===== src/sv/ttbd_pkg.sv =====
`timescale 1ns / 1ps
`default_nettype none
// ----------------------------------------------------------------------------
// ttbd_pkg
// Shared types and constants of the tap tempo detector.
// ----------------------------------------------------------------------------
package ttbd_pkg;

  localparam int STAMP_W    = 32;
  localparam int SUM_W      = 34;
  localparam int HIST_DEPTH = 4;
  localparam int SLOT_W     = 2;

  localparam logic [31:0] TPM_RESET = 32'd60000000;

  // last step of each serial unit
  localparam logic [5:0] EVAL_LAST = 6'd34;
  localparam logic [5:0] DIV3_LAST = 6'd33;
  localparam logic [4:0] DIVQ_LAST = 5'd31;
  localparam logic [2:0] READ_LAST = 3'd5;

  typedef logic [STAMP_W-1:0] ttbd_stamp_t;
  typedef ttbd_stamp_t [HIST_DEPTH-1:0] ttbd_hist_t;

  typedef struct packed {
    logic done;
    logic pass;
  } ttbd_eval_t;

  typedef enum logic [2:0] {
    ST_IDLE,
    ST_READ,
    ST_INTV,
    ST_DIV3,
    ST_DIVQ,
    ST_DONE
  } ttbd_state_t;

endpackage

`default_nettype wire


===== src/sv/ttbd_interval_eval.sv =====
`timescale 1ns / 1ps
`default_nettype none
// ----------------------------------------------------------------------------
// ttbd_interval_eval
// Bit-serial interval former: three intervals, tolerance test and sum.
// ----------------------------------------------------------------------------
module ttbd_interval_eval (
  input  wire logic                         clk,
  input  wire logic                         rst_n,
  input  wire logic                         start,
  input  wire ttbd_pkg::ttbd_hist_t         stamps,
  output ttbd_pkg::ttbd_eval_t              eval,
  output logic [ttbd_pkg::SUM_W-1:0]        sum
);

  ttbd_pkg::ttbd_hist_t st_r, st_nxt;
  logic [5:0]  cnt_r;
  logic        busy_r, done_r;
  logic [2:0]  bw_r, bw_nxt;
  logic [1:0]  dl_r [3], dl_nxt [3];
  logic        c5a_r, c5a_nxt, c5c_r, c5c_nxt;
  logic [2:0]  lt_r, lt_nxt;
  logic [1:0]  sc_r, sc_nxt;
  logic [ttbd_pkg::SUM_W-1:0] sum_r, sum_nxt;

  logic [2:0] iv;
  logic       in_rng;
  logic       f0, f2;
  logic [2:0] tsum;

  always_comb begin
    in_rng = cnt_r < 6'(ttbd_pkg::STAMP_W);
    for (int j = 0; j < 3; j++) begin
      iv[j] = in_rng & (st_r[j+1][0] ^ st_r[j][0] ^ bw_r[j]);
      bw_nxt[j] = (~st_r[j+1][0] & st_r[j][0]) |
                  (~(st_r[j+1][0] ^ st_r[j][0]) & bw_r[j]);
      dl_nxt[j] = {dl_r[j][0], iv[j]};
      st_nxt[j] = st_r[j] >> 1;
    end
    st_nxt[3] = st_r[3] >> 1;

    // 5x = x + 4x, serially
    f0      = iv[0] ^ dl_r[0][1] ^ c5a_r;
    c5a_nxt = (iv[0] & dl_r[0][1]) | (iv[0] & c5a_r) | (dl_r[0][1] & c5a_r);
    f2      = iv[2] ^ dl_r[2][1] ^ c5c_r;
    c5c_nxt = (iv[2] & dl_r[2][1]) | (iv[2] & c5c_r) | (dl_r[2][1] & c5c_r);

    // LSB-first compare u < v: the highest differing bit decides
    lt_nxt[0] = (dl_r[1][1] != f0) ? f0 : lt_r[0];
    lt_nxt[1] = (dl_r[2][1] != f0) ? f0 : lt_r[1];
    lt_nxt[2] = (dl_r[0][1] != f2) ? f2 : lt_r[2];

    tsum   = 3'(iv[0]) + 3'(iv[1]) + 3'(iv[2]) + 3'(sc_r);
    sc_nxt = tsum[2:1];
    sum_nxt = (cnt_r < 6'(ttbd_pkg::SUM_W)) ? {tsum[0], sum_r[ttbd_pkg::SUM_W-1:1]} : sum_r;
  end

  always_ff @(posedge clk) begin
    if (!rst_n) begin
      busy_r <= 1'b0;
      done_r <= 1'b0;
      cnt_r  <= '0;
    end else begin
      done_r <= 1'b0;
      if (start) begin
        busy_r <= 1'b1;
        cnt_r  <= '0;
      end else if (busy_r) begin
        cnt_r <= cnt_r + 6'd1;
        if (cnt_r == ttbd_pkg::EVAL_LAST) begin
          busy_r <= 1'b0;
          done_r <= 1'b1;
        end
      end
    end
  end

  always_ff @(posedge clk) begin
    if (start) begin
      st_r  <= stamps;
      bw_r  <= '0;
      for (int j = 0; j < 3; j++) dl_r[j] <= '0;
      c5a_r <= 1'b0;
      c5c_r <= 1'b0;
      lt_r  <= '0;
      sc_r  <= '0;
      sum_r <= '0;
    end else if (busy_r) begin
      st_r  <= st_nxt;
      bw_r  <= bw_nxt;
      for (int j = 0; j < 3; j++) dl_r[j] <= dl_nxt[j];
      c5a_r <= c5a_nxt;
      c5c_r <= c5c_nxt;
      lt_r  <= lt_nxt;
      sc_r  <= sc_nxt;
      sum_r <= sum_nxt;
    end
  end

  assign eval.done = done_r;
  assign eval.pass = &lt_r;
  assign sum       = sum_r;

endmodule

`default_nettype wire


===== src/sv/ttbd_div3.sv =====
`timescale 1ns / 1ps
`default_nettype none
// ----------------------------------------------------------------------------
// ttbd_div3
// Serial divide by three, one bit of the sum per cycle, MSB first.
// ----------------------------------------------------------------------------
module ttbd_div3 (
  input  wire logic                          clk,
  input  wire logic                          rst_n,
  input  wire logic                          start,
  input  wire logic [ttbd_pkg::SUM_W-1:0]    sum,
  output logic                               done,
  output ttbd_pkg::ttbd_stamp_t              quot
);

  logic [ttbd_pkg::SUM_W-1:0] val_r;
  logic [1:0]                 rem_r, rem_nxt;
  ttbd_pkg::ttbd_stamp_t      q_r;
  logic [5:0]                 cnt_r;
  logic                       busy_r, done_r;
  logic [2:0]                 t;
  logic                       qb;

  always_comb begin
    t       = {rem_r, val_r[ttbd_pkg::SUM_W-1]};
    qb      = t >= 3'd3;
    rem_nxt = qb ? 2'(t - 3'd3) : t[1:0];
  end

  always_ff @(posedge clk) begin
    if (!rst_n) begin
      busy_r <= 1'b0;
      done_r <= 1'b0;
      cnt_r  <= '0;
    end else begin
      done_r <= 1'b0;
      if (start) begin
        busy_r <= 1'b1;
        cnt_r  <= '0;
      end else if (busy_r) begin
        cnt_r <= cnt_r + 6'd1;
        if (cnt_r == ttbd_pkg::DIV3_LAST) begin
          busy_r <= 1'b0;
          done_r <= 1'b1;
        end
      end
    end
  end

  // quotient fits 32 bits, the top quotient bits fall off the end
  always_ff @(posedge clk) begin
    if (start) begin
      val_r <= sum;
      rem_r <= '0;
      q_r   <= '0;
    end else if (busy_r) begin
      val_r <= val_r << 1;
      rem_r <= rem_nxt;
      q_r   <= {q_r[ttbd_pkg::STAMP_W-2:0], qb};
    end
  end

  assign done = done_r;
  assign quot = q_r;

endmodule

`default_nettype wire


===== src/sv/ttbd_divider.sv =====
`timescale 1ns / 1ps
`default_nettype none
// ----------------------------------------------------------------------------
// ttbd_divider
// Restoring divider, one quotient bit per cycle.
// ----------------------------------------------------------------------------
module ttbd_divider (
  input  wire logic                  clk,
  input  wire logic                  rst_n,
  input  wire logic                  start,
  input  wire ttbd_pkg::ttbd_stamp_t dividend,
  input  wire ttbd_pkg::ttbd_stamp_t divisor,
  output logic                       done,
  output ttbd_pkg::ttbd_stamp_t      quot
);

  ttbd_pkg::ttbd_stamp_t dvd_r, dvs_r, rem_r, q_r;
  logic [4:0]            cnt_r;
  logic                  busy_r, done_r;
  logic [ttbd_pkg::STAMP_W:0] t, diff;
  logic                  ge;

  // a zero divisor gives all ones, which is the saturated tempo
  always_comb begin
    t    = {rem_r, dvd_r[ttbd_pkg::STAMP_W-1]};
    diff = t - {1'b0, dvs_r};
    ge   = t >= {1'b0, dvs_r};
  end

  always_ff @(posedge clk) begin
    if (!rst_n) begin
      busy_r <= 1'b0;
      done_r <= 1'b0;
      cnt_r  <= '0;
    end else begin
      done_r <= 1'b0;
      if (start) begin
        busy_r <= 1'b1;
        cnt_r  <= '0;
      end else if (busy_r) begin
        cnt_r <= cnt_r + 5'd1;
        if (cnt_r == ttbd_pkg::DIVQ_LAST) begin
          busy_r <= 1'b0;
          done_r <= 1'b1;
        end
      end
    end
  end

  always_ff @(posedge clk) begin
    if (start) begin
      dvd_r <= dividend;
      dvs_r <= divisor;
      rem_r <= '0;
      q_r   <= '0;
    end else if (busy_r) begin
      dvd_r <= dvd_r << 1;
      rem_r <= ge ? diff[ttbd_pkg::STAMP_W-1:0] : t[ttbd_pkg::STAMP_W-1:0];
      q_r   <= {q_r[ttbd_pkg::STAMP_W-2:0], ge};
    end
  end

  assign done = done_r;
  assign quot = q_r;

endmodule

`default_nettype wire


===== src/sv/tap_tempo_bpm_detector.sv =====
`timescale 1ns / 1ps
`default_nettype none
// ----------------------------------------------------------------------------
// tap_tempo_bpm_detector
// Per-channel tap tempo estimator with bit-serial arithmetic.
// ----------------------------------------------------------------------------
// Each input beat carries a channel, a trigger time stamp and the current
// tick count; each one gives exactly one result beat with the channel's held
// tempo, average interval and calculation time, plus accepted/updated flags.
// Both channels use valid/stall; the block stalls its input while an item is
// being worked on. The cfg channel writes ticks_per_minute (cfg_ready is
// always high); write it only while the block is idle.
// Path from acceptance to the result being loaded into the output register:
//   repeated stamp or absent channel: straight to the done state
//   stored stamp, test fails:         ring reads, then the interval pass
//   stored stamp, tempo updated:      ring reads, interval pass, divide by
//                                     three, then the tempo divide
// The ring reads go through the single read port of the memory; the serial
// units then run in turn. One item at a time: the next beat is taken the
// cycle after the result is loaded.
// The result sits in an output register, so a stalled receiver does not hold
// up the next item until its own result is due. Reset clears all history and
// held values and loads ticks_per_minute with 60000000.
// ----------------------------------------------------------------------------
module tap_tempo_bpm_detector #(
  parameter int NUM_CHANNELS = 2
) (
  input  wire logic        clk,
  input  wire logic        rst_n,

  input  wire logic        in_valid,
  output logic             in_stall,
  input  wire logic        in_channel,
  input  wire logic [31:0] in_trigger_time,
  input  wire logic [31:0] in_now_ticks,

  output logic             out_valid,
  input  wire logic        out_stall,
  output logic             out_channel,
  output logic             out_accepted,
  output logic             out_tempo_updated,
  output logic [31:0]      out_bpm,
  output logic [31:0]      out_avg_interval,
  output logic [31:0]      out_calc_time,

  input  wire logic        cfg_valid,
  output logic             cfg_ready,
  input  wire logic [31:0] cfg_ticks_per_minute
);

  localparam int CH_W      = (NUM_CHANNELS > 1) ? $clog2(NUM_CHANNELS) : 1;
  localparam int ADDR_W    = CH_W + ttbd_pkg::SLOT_W;
  localparam int MEM_DEPTH = NUM_CHANNELS * ttbd_pkg::HIST_DEPTH;

  ttbd_pkg::ttbd_state_t state_r, state_nxt;

  ttbd_pkg::ttbd_stamp_t tpm_r;
  ttbd_pkg::ttbd_stamp_t prev_r       [NUM_CHANNELS];
  logic [ttbd_pkg::SLOT_W-1:0] ptr_r  [NUM_CHANNELS];
  ttbd_pkg::ttbd_stamp_t held_bpm_r   [NUM_CHANNELS];
  ttbd_pkg::ttbd_stamp_t held_int_r   [NUM_CHANNELS];
  ttbd_pkg::ttbd_stamp_t held_calc_r  [NUM_CHANNELS];

  ttbd_pkg::ttbd_stamp_t ring_mem     [MEM_DEPTH];
  logic [MEM_DEPTH-1:0]  ring_vld_r;
  ttbd_pkg::ttbd_stamp_t rd_data_r;
  logic                  rd_vld_r;

  logic [CH_W-1:0]             ch_r;
  logic                        ch_bit_r;
  logic                        present_r, new_r, upd_r;
  logic [ttbd_pkg::SLOT_W-1:0] p_r;
  ttbd_pkg::ttbd_stamp_t       now_r;
  logic [2:0]                  rcnt_r;
  ttbd_pkg::ttbd_hist_t        s_r;

  logic                  out_valid_r, out_channel_r, out_accepted_r, out_upd_r;
  ttbd_pkg::ttbd_stamp_t out_bpm_r, out_avg_r, out_calc_r;

  logic                  in_acc, in_present, in_new, out_free;
  logic [CH_W-1:0]       in_idx;
  ttbd_pkg::ttbd_stamp_t in_prev, rd_stamp;
  logic [ADDR_W-1:0]     wr_addr, rd_addr;
  logic                  front_start, div3_start, divq_start, held_we, out_load;

  ttbd_pkg::ttbd_eval_t       eval;
  logic [ttbd_pkg::SUM_W-1:0] sum;
  logic                       div3_done, divq_done;
  ttbd_pkg::ttbd_stamp_t      avg_q, bpm_q;

  // -------------------------------------------------------------------------
  // input decode
  // -------------------------------------------------------------------------
  always_comb begin
    in_acc     = in_valid & ~in_stall;
    in_present = int'(in_channel) < NUM_CHANNELS;
    in_idx     = CH_W'(in_channel);
    in_prev    = in_present ? prev_r[in_idx] : '0;
    in_new     = in_present && (in_trigger_time != in_prev);
    wr_addr    = {in_idx, (in_present ? ptr_r[in_idx] : '0)};
    // chronological order: oldest slot sits just after the newest
    rd_addr    = {ch_r, ttbd_pkg::SLOT_W'(p_r + rcnt_r[1:0] + 2'd1)};
    rd_stamp   = rd_vld_r ? rd_data_r : '0;
    out_free   = ~out_valid_r | ~out_stall;
  end

  // -------------------------------------------------------------------------
  // sequencer
  // -------------------------------------------------------------------------
  always_comb begin
    state_nxt = state_r;
    unique case (state_r)
      ttbd_pkg::ST_IDLE: if (in_acc) begin
        state_nxt = in_new ? ttbd_pkg::ST_READ : ttbd_pkg::ST_DONE;
      end
      ttbd_pkg::ST_READ: if (rcnt_r == ttbd_pkg::READ_LAST) begin
        state_nxt = ttbd_pkg::ST_INTV;
      end
      ttbd_pkg::ST_INTV: if (eval.done) begin
        state_nxt = eval.pass ? ttbd_pkg::ST_DIV3 : ttbd_pkg::ST_DONE;
      end
      ttbd_pkg::ST_DIV3: if (div3_done) begin
        state_nxt = ttbd_pkg::ST_DIVQ;
      end
      ttbd_pkg::ST_DIVQ: if (divq_done) begin
        state_nxt = ttbd_pkg::ST_DONE;
      end
      ttbd_pkg::ST_DONE: if (out_free) begin
        state_nxt = ttbd_pkg::ST_IDLE;
      end
      default: state_nxt = ttbd_pkg::ST_IDLE;
    endcase
  end

  always_comb begin
    in_stall    = 1'b1;
    front_start = 1'b0;
    div3_start  = 1'b0;
    divq_start  = 1'b0;
    held_we     = 1'b0;
    out_load    = 1'b0;
    unique case (state_r)
      ttbd_pkg::ST_IDLE: in_stall = 1'b0;
      ttbd_pkg::ST_READ: front_start = rcnt_r == ttbd_pkg::READ_LAST;
      ttbd_pkg::ST_INTV: div3_start = eval.done & eval.pass;
      ttbd_pkg::ST_DIV3: divq_start = div3_done;
      ttbd_pkg::ST_DIVQ: held_we = divq_done;
      ttbd_pkg::ST_DONE: out_load = out_free;
      default: in_stall = 1'b1;
    endcase
  end

  always_ff @(posedge clk) begin
    if (!rst_n) begin
      state_r <= ttbd_pkg::ST_IDLE;
      rcnt_r  <= '0;
    end else begin
      state_r <= state_nxt;
      if (state_r == ttbd_pkg::ST_READ) begin
        rcnt_r <= rcnt_r + 3'd1;
      end else begin
        rcnt_r <= '0;
      end
    end
  end

  // item registers
  always_ff @(posedge clk) begin
    if (in_acc) begin
      ch_r      <= in_idx;
      ch_bit_r  <= in_channel;
      present_r <= in_present;
      new_r     <= in_new;
      p_r       <= wr_addr[ttbd_pkg::SLOT_W-1:0];
      now_r     <= in_now_ticks;
    end
  end

  always_ff @(posedge clk) begin
    if (!rst_n) begin
      upd_r <= 1'b0;
    end else if (in_acc) begin
      upd_r <= 1'b0;
    end else if (div3_start) begin
      upd_r <= 1'b1;
    end
  end

  // -------------------------------------------------------------------------
  // stamp ring: one write and one registered read per cycle
  // -------------------------------------------------------------------------
  always_ff @(posedge clk) begin
    if (in_acc && in_new) begin
      ring_mem[wr_addr] <= in_trigger_time;
    end
    rd_data_r <= ring_mem[rd_addr];
  end

  always_ff @(posedge clk) begin
    if (!rst_n) begin
      ring_vld_r <= '0;
      rd_vld_r   <= 1'b0;
    end else begin
      if (in_acc && in_new) begin
        ring_vld_r[wr_addr] <= 1'b1;
      end
      rd_vld_r <= ring_vld_r[rd_addr];
    end
  end

  // gather four stamps, oldest ends in slot 0
  always_ff @(posedge clk) begin
    if (state_r == ttbd_pkg::ST_READ && rcnt_r != 3'd0 &&
        rcnt_r != ttbd_pkg::READ_LAST) begin
      s_r <= {rd_stamp, s_r[ttbd_pkg::HIST_DEPTH-1:1]};
    end
  end

  // -------------------------------------------------------------------------
  // per-channel state
  // -------------------------------------------------------------------------
  always_ff @(posedge clk) begin
    if (!rst_n) begin
      tpm_r <= ttbd_pkg::TPM_RESET;
      for (int c = 0; c < NUM_CHANNELS; c++) begin
        prev_r[c]      <= '0;
        ptr_r[c]       <= '0;
        held_bpm_r[c]  <= '0;
        held_int_r[c]  <= '0;
        held_calc_r[c] <= '0;
      end
    end else begin
      if (cfg_valid && cfg_ready) begin
        tpm_r <= cfg_ticks_per_minute;
      end
      if (in_acc && in_new) begin
        prev_r[in_idx] <= in_trigger_time;
        ptr_r[in_idx]  <= ptr_r[in_idx] + 2'd1;
      end
      if (held_we) begin
        held_bpm_r[ch_r]  <= bpm_q;
        held_int_r[ch_r]  <= avg_q;
        held_calc_r[ch_r] <= now_r;
      end
    end
  end

  // -------------------------------------------------------------------------
  // serial units
  // -------------------------------------------------------------------------
  ttbd_interval_eval u_eval (
    .clk    (clk),
    .rst_n  (rst_n),
    .start  (front_start),
    .stamps (s_r),
    .eval   (eval),
    .sum    (sum)
  );

  ttbd_div3 u_div3 (
    .clk   (clk),
    .rst_n (rst_n),
    .start (div3_start),
    .sum   (sum),
    .done  (div3_done),
    .quot  (avg_q)
  );

  ttbd_divider u_divq (
    .clk      (clk),
    .rst_n    (rst_n),
    .start    (divq_start),
    .dividend (tpm_r),
    .divisor  (avg_q),
    .done     (divq_done),
    .quot     (bpm_q)
  );

  // -------------------------------------------------------------------------
  // output register
  // -------------------------------------------------------------------------
  always_ff @(posedge clk) begin
    if (!rst_n) begin
      out_valid_r <= 1'b0;
    end else if (out_load) begin
      out_valid_r <= 1'b1;
    end else if (!out_stall) begin
      out_valid_r <= 1'b0;
    end
  end

  always_ff @(posedge clk) begin
    if (out_load) begin
      out_channel_r  <= ch_bit_r;
      out_accepted_r <= new_r;
      out_upd_r      <= upd_r;
      out_bpm_r      <= present_r ? held_bpm_r[ch_r]  : '0;
      out_avg_r      <= present_r ? held_int_r[ch_r]  : '0;
      out_calc_r     <= present_r ? held_calc_r[ch_r] : '0;
    end
  end

  assign out_valid         = out_valid_r;
  assign out_channel       = out_channel_r;
  assign out_accepted      = out_accepted_r;
  assign out_tempo_updated = out_upd_r;
  assign out_bpm           = out_bpm_r;
  assign out_avg_interval  = out_avg_r;
  assign out_calc_time     = out_calc_r;
  assign cfg_ready         = 1'b1;

endmodule

`default_nettype wire

===== config.mk =====
export PLATFORM = sky130hd
export DESIGN_NAME = tap_tempo_bpm_detector
export DESIGN_NICKNAME = d
export VERILOG_FILES = /design/src/sv/ttbd_pkg.sv /design/src/sv/ttbd_interval_eval.sv /design/src/sv/ttbd_div3.sv /design/src/sv/ttbd_divider.sv /design/src/sv/tap_tempo_bpm_detector.sv
export SDC_FILE = /design/constraint.sdc
export NUM_CORES = 2
export LEC_CHECK = 0
export BUFFER_PORTS_ARGS = -buffer_cell sky130_fd_sc_hd__buf_2
export CORE_MARGIN = 5
export CORE_UTILIZATION = 30
export DETAILED_ROUTE_END_ITERATION = 10
export GPL_ROUTABILITY_DRIVEN = 0
export PLACE_DENSITY = 0.42
export SYNTH_ARGS = -nofsm -noshare
export SYNTH_HDL_FRONTEND = slang
export SYNTH_SLANG_ARGS = --single-unit

===== constraint.sdc =====
create_clock -name clk -period 5.65 [get_ports clk]
set_clock_uncertainty 0.1 [all_clocks]
set_input_delay 0 -clock clk [delete_from_list [all_inputs] [get_ports clk]]
set_output_delay 0 -clock clk [all_outputs]
set_load 0.005 [all_outputs]

Word level (Yosys, flattened, before mapping)
Memories as Yosys holds them, arrays and structs flattened. A register that Yosys moved wholly into a read port is not among the register bits.
Cells that the tools add are included.
{"block": "word_totals", "elab_cells": 244, "mem_count": 7, "ramBits": 522, "inputBits": 102, "register_bits": 607, "output_inout_bits": 102}
{"name": "ring_mem", "words": 8, "width": 32, "rd": 1, "rd_ports_with_merged_regs": 1, "wr": 1, "line_no": "tap_tempo_bpm_detector.sv:64", "text": "ttbd_pkg::ttbd_stamp_t ring_mem [MEM_DEPTH];"}
{"name": "held_bpm_r", "words": 2, "width": 32, "rd": 1, "rd_ports_with_merged_regs": 1, "wr": 2, "line_no": "tap_tempo_bpm_detector.sv:60", "text": "ttbd_pkg::ttbd_stamp_t held_bpm_r [NUM_CHANNELS];"}
{"name": "held_calc_r", "words": 2, "width": 32, "rd": 1, "rd_ports_with_merged_regs": 1, "wr": 2, "line_no": "tap_tempo_bpm_detector.sv:62", "text": "ttbd_pkg::ttbd_stamp_t held_calc_r [NUM_CHANNELS];"}
{"name": "held_int_r", "words": 2, "width": 32, "rd": 1, "rd_ports_with_merged_regs": 1, "wr": 2, "line_no": "tap_tempo_bpm_detector.sv:61", "text": "ttbd_pkg::ttbd_stamp_t held_int_r [NUM_CHANNELS];"}
{"name": "prev_r", "words": 2, "width": 32, "rd": 1, "rd_ports_with_merged_regs": 0, "wr": 2, "line_no": "tap_tempo_bpm_detector.sv:58", "text": "ttbd_pkg::ttbd_stamp_t prev_r [NUM_CHANNELS];"}
{"name": "u_eval.dl_r", "words": 3, "width": 2, "rd": 3, "rd_ports_with_merged_regs": 0, "wr": 3, "line_no": "ttbd_interval_eval.sv:20", "text": "logic [1:0] dl_r [3], dl_nxt [3];"}
{"name": "1 more memories"}
{"block": "op_classes", "eq_ne": 21, "n_reduce_logical": 28, "order_cmp": 7, "muxes": 72, "addsub": 12, "bitwise": 51}
{"cell": "2-to-1 mux 128 bit", "n": 2}
{"cell": "2-to-1 mux 32 bit", "n": 7}
{"cell": "OR reduction 32 bit", "n": 4}
{"cell": "2-to-1 mux 34 bit", "n": 2}
{"cell": "2-to-1 mux 1 bit", "n": 45}
{"cell": "greater-or-equal comparator 33 x 32 -> 1 bit", "n": 1}
{"cell": "!= test 32 bit", "n": 1}
{"cell": "subtractor 32 bit", "n": 1}
{"cell": "2-to-1 mux 3 bit", "n": 8}
{"cell": "case mux 3 bit (6 select lines)", "n": 1}
{"cell": "bitwise AND 1 bit", "n": 17}
{"cell": "adder 6 x 1 -> 6 bit, second input constant", "n": 2}
{"cell": "equality test 6 bit, second input constant", "n": 2}
{"cell": "less-than comparator 6 bit, second input constant", "n": 2}
{"cell": "inverter 1 bit", "n": 12}
{"cell": "bitwise OR 1 bit", "n": 11}
{"cell": "2-to-1 mux 2 bit", "n": 5}
{"cell": "AND reduction 2 bit", "n": 5}
{"cell": "OR reduction 2 bit", "n": 5}
{"cell": "bitwise XOR 1 bit", "n": 10}
{"cell": "equality test 3 bit, second input constant", "n": 3}
{"cell": "OR reduction 3 bit", "n": 3}
{"cell": "less-than comparator 3 x 4 -> 1 bit, second input constant", "n": 2}
{"cell": "!= test 2 x 1 -> 1 bit, second input constant", "n": 4}
{"cell": "25 further kinds", "n": 36}

Logic depth before layout (Yosys ltp)
{"block": "depth", "ltp_word": 8, "depth_mapped": 14, "ltp_nobuf": 12}

Hierarchy
Synthesis repeated with hierarchy kept, for this count alone.
{"block": "unflattened", "cells_unflattened": 3237, "area_unflattened_um2": 49949.2}
{"module": "tap_tempo_bpm_detector", "area_per_inst_um2": 32063.3, "cells_per_inst": 1782, "instances": 1}
{"module": "ttbd_interval_eval", "area_per_inst_um2": 7857.5, "cells_per_inst": 541, "instances": 1}
{"module": "ttbd_divider", "area_per_inst_um2": 7021.7, "cells_per_inst": 687, "instances": 1}
{"module": "ttbd_div3", "area_per_inst_um2": 3006.6, "cells_per_inst": 227, "instances": 1}

Worst setup path after synthesis
OpenSTA, ideal clock, no wires.
{"block": "synth_path", "path_type": "reg2reg", "startpoint": "register state_r[0]", "endpoint": "register out_accepted_r (netlist: out_accepted), enable pin", "required_ns": 4.961, "arrival_time_ns": 5.540, "synth_period_minus_slack_ns": 6.229, "path_stages_with_launch": 4, "n_path_buf": 1, "slack_ns": -0.579, "path_cell_list": "dfxtp_1 clkbuf_1 nand3_1 a21oi_1"}
{"block": "synth_between", "elab_chain_cells": 2}
{"item": "start: declaration", "line_no": "tap_tempo_bpm_detector.sv:55", "text": "ttbd_pkg::ttbd_state_t state_r, state_nxt;"}
{"item": "start signal: assignment", "line_no": "tap_tempo_bpm_detector.sv:155", "text": "state_r <= ttbd_pkg::ST_IDLE;"}
{"item": "start signal: assignment", "line_no": "tap_tempo_bpm_detector.sv:158", "text": "state_r <= state_nxt;"}
{"item": "equality test 3 bit", "line_no": "tap_tempo_bpm_detector.sv:142", "text": "unique case (state_r)"}
{"item": "2-to-1 mux 1 bit", "line_no": "tap_tempo_bpm_detector.sv:142"}
{"item": "named net out_load", "line_no": "tap_tempo_bpm_detector.sv:84", "text": "logic front_start, div3_start, divq_start, held_we, out_load;"}
{"item": "end signal: assignment", "line_no": "tap_tempo_bpm_detector.sv:295", "text": "out_accepted_r <= new_r;"}
{"item": "end: declaration", "line_no": "tap_tempo_bpm_detector.sv:77", "text": "logic out_valid_r, out_channel_r, out_accepted_r, out_upd_r;"}
The timed path passes the listed nets, and every way through them passes these cells.
A chain may end at the register's enable or synchronous reset.

Worst setup path in the final report
{"block": "layout_path", "startpoint": "register u_divq.dvs_r[4]", "endpoint": "register u_divq.rem_r[0]"}
{"block": "layout_between", "elab_chain_cells": 2}
{"item": "start: declaration", "line_no": "ttbd_divider.sv:17", "text": "ttbd_pkg::ttbd_stamp_t dvd_r, dvs_r, rem_r, q_r;"}
{"item": "start signal: assignment", "line_no": "ttbd_divider.sv:53", "text": "dvs_r <= divisor;"}
{"item": "greater-or-equal comparator 33 x 32 -> 1 bit", "line_no": "ttbd_divider.sv:27", "text": "ge = t >= {1'b0, dvs_r};"}
{"item": "2-to-1 mux 32 bit", "line_no": "ttbd_divider.sv:58", "text": "rem_r <= ge ? diff[ttbd_pkg::STAMP_W-1:0] : t[ttbd_pkg::STAMP_W-1:0];"}
{"item": "end signal: assignment", "line_no": "ttbd_divider.sv:58"}
{"item": "end: declaration", "line_no": "ttbd_divider.sv:17"}
Every way passes these cells.

==> metrics.yaml <==
drtIter0Drc: 1473
worst_pin_slew_ns: 1.25
cap_viol_max_count: 0
insertion_delay_ns: 0.77
reg2regPathDepth: 11
cts_tree: "built"
post-cts-setup-buffers: 0
synth_compound_area_share_pct: 2.69
io_pins: 204
finalNetCount: 4030
overflow: 0
min_from: "in_trigger_time[13]"
cts_buffer_depth: 3
criticalPathCategory: "flip-flop to flip-flop"
power_leakage_nw: 21.8
synth_simple_gate_area_share_pct: 11.1
holdPathStages: 2
antenna_found_initial: 3
wl_per_cell_um: 18.2
port_buffers: 202
synth-edff-count: 1011
p_sw_share_pct: 24.5
maxSlewViolCount: 0
synth_ff_type: "edfxtp_1"
finalHoldViolCount: 0
power.switching_mw: 5.60
cts-root-buf: "clkbuf_16"
first_global_vias: 28248
syn_nets: 3591
wl_mm: 112
timing.rr.end: "u_divq.rem_r[0]"
grt_max_degree: 174
post-route-period-util_pct: 63.6
grtUsageTotal_pct: 12.9
die_h_um: 416
ys_types: 76
rows: 149
grt_setup_unrepaired: "false"
fill_cells: 15737
clock_sinks: 1257
htree_levels: 4
reg2reg_from: "u_divq.dvs_r[4]"
drive_gt1_share_pct: 17.9
synthXorXnorAreaFrac_pct: 1.38
critPathCaptureType: "flip-flop"
fin_setup_tns_ns: 0
hpwlAfterDp_mm: 64.7
worstPathArrival_ns: 4.19
p_int_mw: 17.2
power_frac_seq_pct: 47.6
path_clk_slew_ns: 0.06
vias_per_cell: 4.40
start_util_pct: 30.1
required_ns: 6.24
synth_fa_ha_area_share_pct: 1.41
cts_buffers: 146
coreArea_um2: 165000
die_area_um2: 173000
vdd_ir_drop_max_mv: 0.350
regArea_um2: 35300
syn-cell-area_um2: 49500
timing.slew.headroom_pct: 16.5
period_needed_ns: 3.59
vias: 27235
ys_ff_latch: 1257
areaGrowthSynthToFinish_pct: 20.7
critPathLaunchType: "flip-flop"
synth_area_per_cell_um2: 14.4
p_comb_share_pct: 13.2
synth_top_family_by_area: "simple AND/OR/NAND/NOR gates"
antenna_left: 0
yosysWarnings: 0
place_ws_ns: 1.81
min_to: "ring_mem[2][13]"
power_density_nw_per_um2: 382
outcome: "finished, final reports clean"
max_freq_mhz: 278
reg2reg_setup_slack_ns: 2.06
seq_area_frac_synth_pct: 71.2
postSynthCellCount: 3438
multiInputGateArea_um2: 13300
fin_ws_ns: 2.06
die_x_um: 416
grt_pass1_wl_mm: 174
muxShareOfSynthArea_pct: 9.89
drc: 0
setup_viol: 0
hold_class: "input port to flip-flop"
cp_max_fo: 8
clock_power_share_pct: 39.2
drt-pass1-iter-count: 5
ys_async_sr_fraction_pct: 0
## cells in the mapped netlist (all sizes together) (3+ instances only)
master  number  share of area (%)
ha          43                1.1
nand4       19               0.24
nor2       171                1.3
o21bai       5              0.076
o21a         8               0.12
nand2b      10               0.13
a211oi      10               0.15
and2       202                2.6
o21ai       45               0.48
clkbuf     147                1.2
a31oi        9               0.11
nand3       13               0.14
or3          4              0.061
nor3b        5              0.076
xnor2       58                1.0
a21oi       97               0.99
a21o        17               0.26
a211o        3              0.053
inv         72               0.55
mux4        66                3.0
mux2       165                3.8
xor2        20               0.35
or2          4              0.051
dfxtp      246                9.9
buf         27               0.37
nor4        11               0.17
mux2i      155                3.1
nor3        24               0.25
o211ai       9               0.14
and3       105                1.3
fa           8               0.32
edfxtp    1011                 61
nor2b        3              0.038
nand2      614                4.7
## flip-flops by register name, summed over array words and instances, names as in the netlist, 34 cells and up
register	cells
u_eval.sum	34
held_int_r	64
held_bpm_r	64
held_calc_r	64
prev_r	64
u_div3.val_r	34
s_r	128
ring_mem	256
u_eval.st_nxt	124
## timing repair
action,4_1_cts,5_1_grt
hold buffers,226,0
hold endpoints to repair,503,0
resized for setup,0,0
## layout make-up
cell class | count | area share, %
Tap cell | 2189 | 4.58
Timing Repair Buffer | 472 | 6.15
Inverter | 72 | 0.454
Clock buffer | 219 | 6.90
Multi-Input combinational cell | 1928 | 22.2
Sequential cell | 1257 | 59.0
Clock inverter | 51 | 0.705
Antenna cell | 2 | 0.00837
## power by group through the flow
| stage | sequential (mW) | clock (mW) | combinational (mW) |
|---|---|---|---|
| floorplan | 11.0 | 0 | 2.13 |
| global placement | 11.1 | 0 | 2.98 |
| detailed placement | 11.1 | 0 | 2.96 |
| CTS | 10.9 | 9.29 | 3.11 |
| global route | 10.9 | 9.68 | 3.32 |
| finish | 10.9 | 8.96 | 3.02 |
## how the worst max path moves through the flow
stage | startpoint | slack [ns] | cells after the start | end
6_report | u_divq.dvs_r[4] | 2.06 | 11 | u_divq.rem_r[0]
5_1_grt | u_divq.dvs_r[4] | 1.75 | 11 | u_divq.rem_r[0]
4_1_cts | u_divq.dvs_r[4] | 2.03 | 11 | u_divq.rem_r[0]
3_5_place_dp | in_channel | 1.81 | 10 | ring_mem[2][19]
3_3_place_gp | in_channel | 1.85 | 10 | ring_mem[2][20]
2_1_floorplan | state_r[1] | 1.16 | 6 | held_bpm_r[0][0]
## metal layers
layer  GRT usage (%)  up-vias  wire, um
met3            2.58      154      4180
met4            3.45        0      2290
met2            20.7      390     52100
li1                -    13258         -
met5               0        -         0
met1            17.8    13433     53900
## cells by family (layout without fill, tap and decap cells)
logic type / Yosys count / after routing
multiplexers: 386 / 386
XOR/XNOR: 78 / 78
AO/OA/AOI/OAI: 221 / 221
flip-flops: 1257 / 1257
buffers and inverters: 253 / 814
other: 1 / 3
AND/OR/NAND/NOR: 1191 / 1191
adder cells (fa/ha/maj): 51 / 51
## worst max-delay path, stage by stage (launching register included)
cell      delay, ns
edfxtp_1       0.35
inv_1          0.07
ha_1           0.27
o211ai_1       0.20
a21oi_1        0.06
a211oi_1       0.62
o21ai_2        0.26
o21ai_2        0.30
nor3_2         0.09
o21ai_1        0.68
mux2_1         0.38
a21oi_1        0.14
## cell usage in the layout, fill, tap and decap left out, types with 20 or more instances in the layout
| cell type | instances |
|---|---|
| a21oi_1 | 95 |
| and2_1 | 201 |
| and3_1 | 102 |
| buf_2 | 202 |
| buf_4 | 38 |
| clkbuf_1 | 58 |
| clkbuf_16 | 150 |
| dfxtp_1 | 244 |
| dlygate4sd3_1 | 226 |
| edfxtp_1 | 1011 |
| ha_1 | 42 |
| inv_1 | 69 |
| mux2_2 | 163 |
| mux2i_1 | 155 |
| mux4_2 | 66 |
| nand2_1 | 613 |
| nor2_1 | 167 |
| o21ai_0 | 38 |
| xnor2_1 | 57 |
| xor2_1 | 20 |
## through the flow
| stage | power (mW) | utilization, % | hold slack [ns] | std cells | instance area, um^2 |
|---|---|---|---|---|---|
| floorplan | 13.1 | - | -0.00113 | 3438 | 49500 |
| global placement | 14.0 | 32.2 | 0.0763 | 5692 | 53000 |
| detailed placement | 14.0 | 32.2 | 0.0781 | 5692 | 53000 |
| CTS | 23.3 | 36.3 | 0.000739 | 6188 | 59800 |
| global route | 23.9 | 36.3 | 0.0139 | 6188 | 59800 |
| finish | 22.8 | 36.3 | 0.0489 | 6190 | 59800 |
Note: power is estimated with default switching activity, not from simulation.
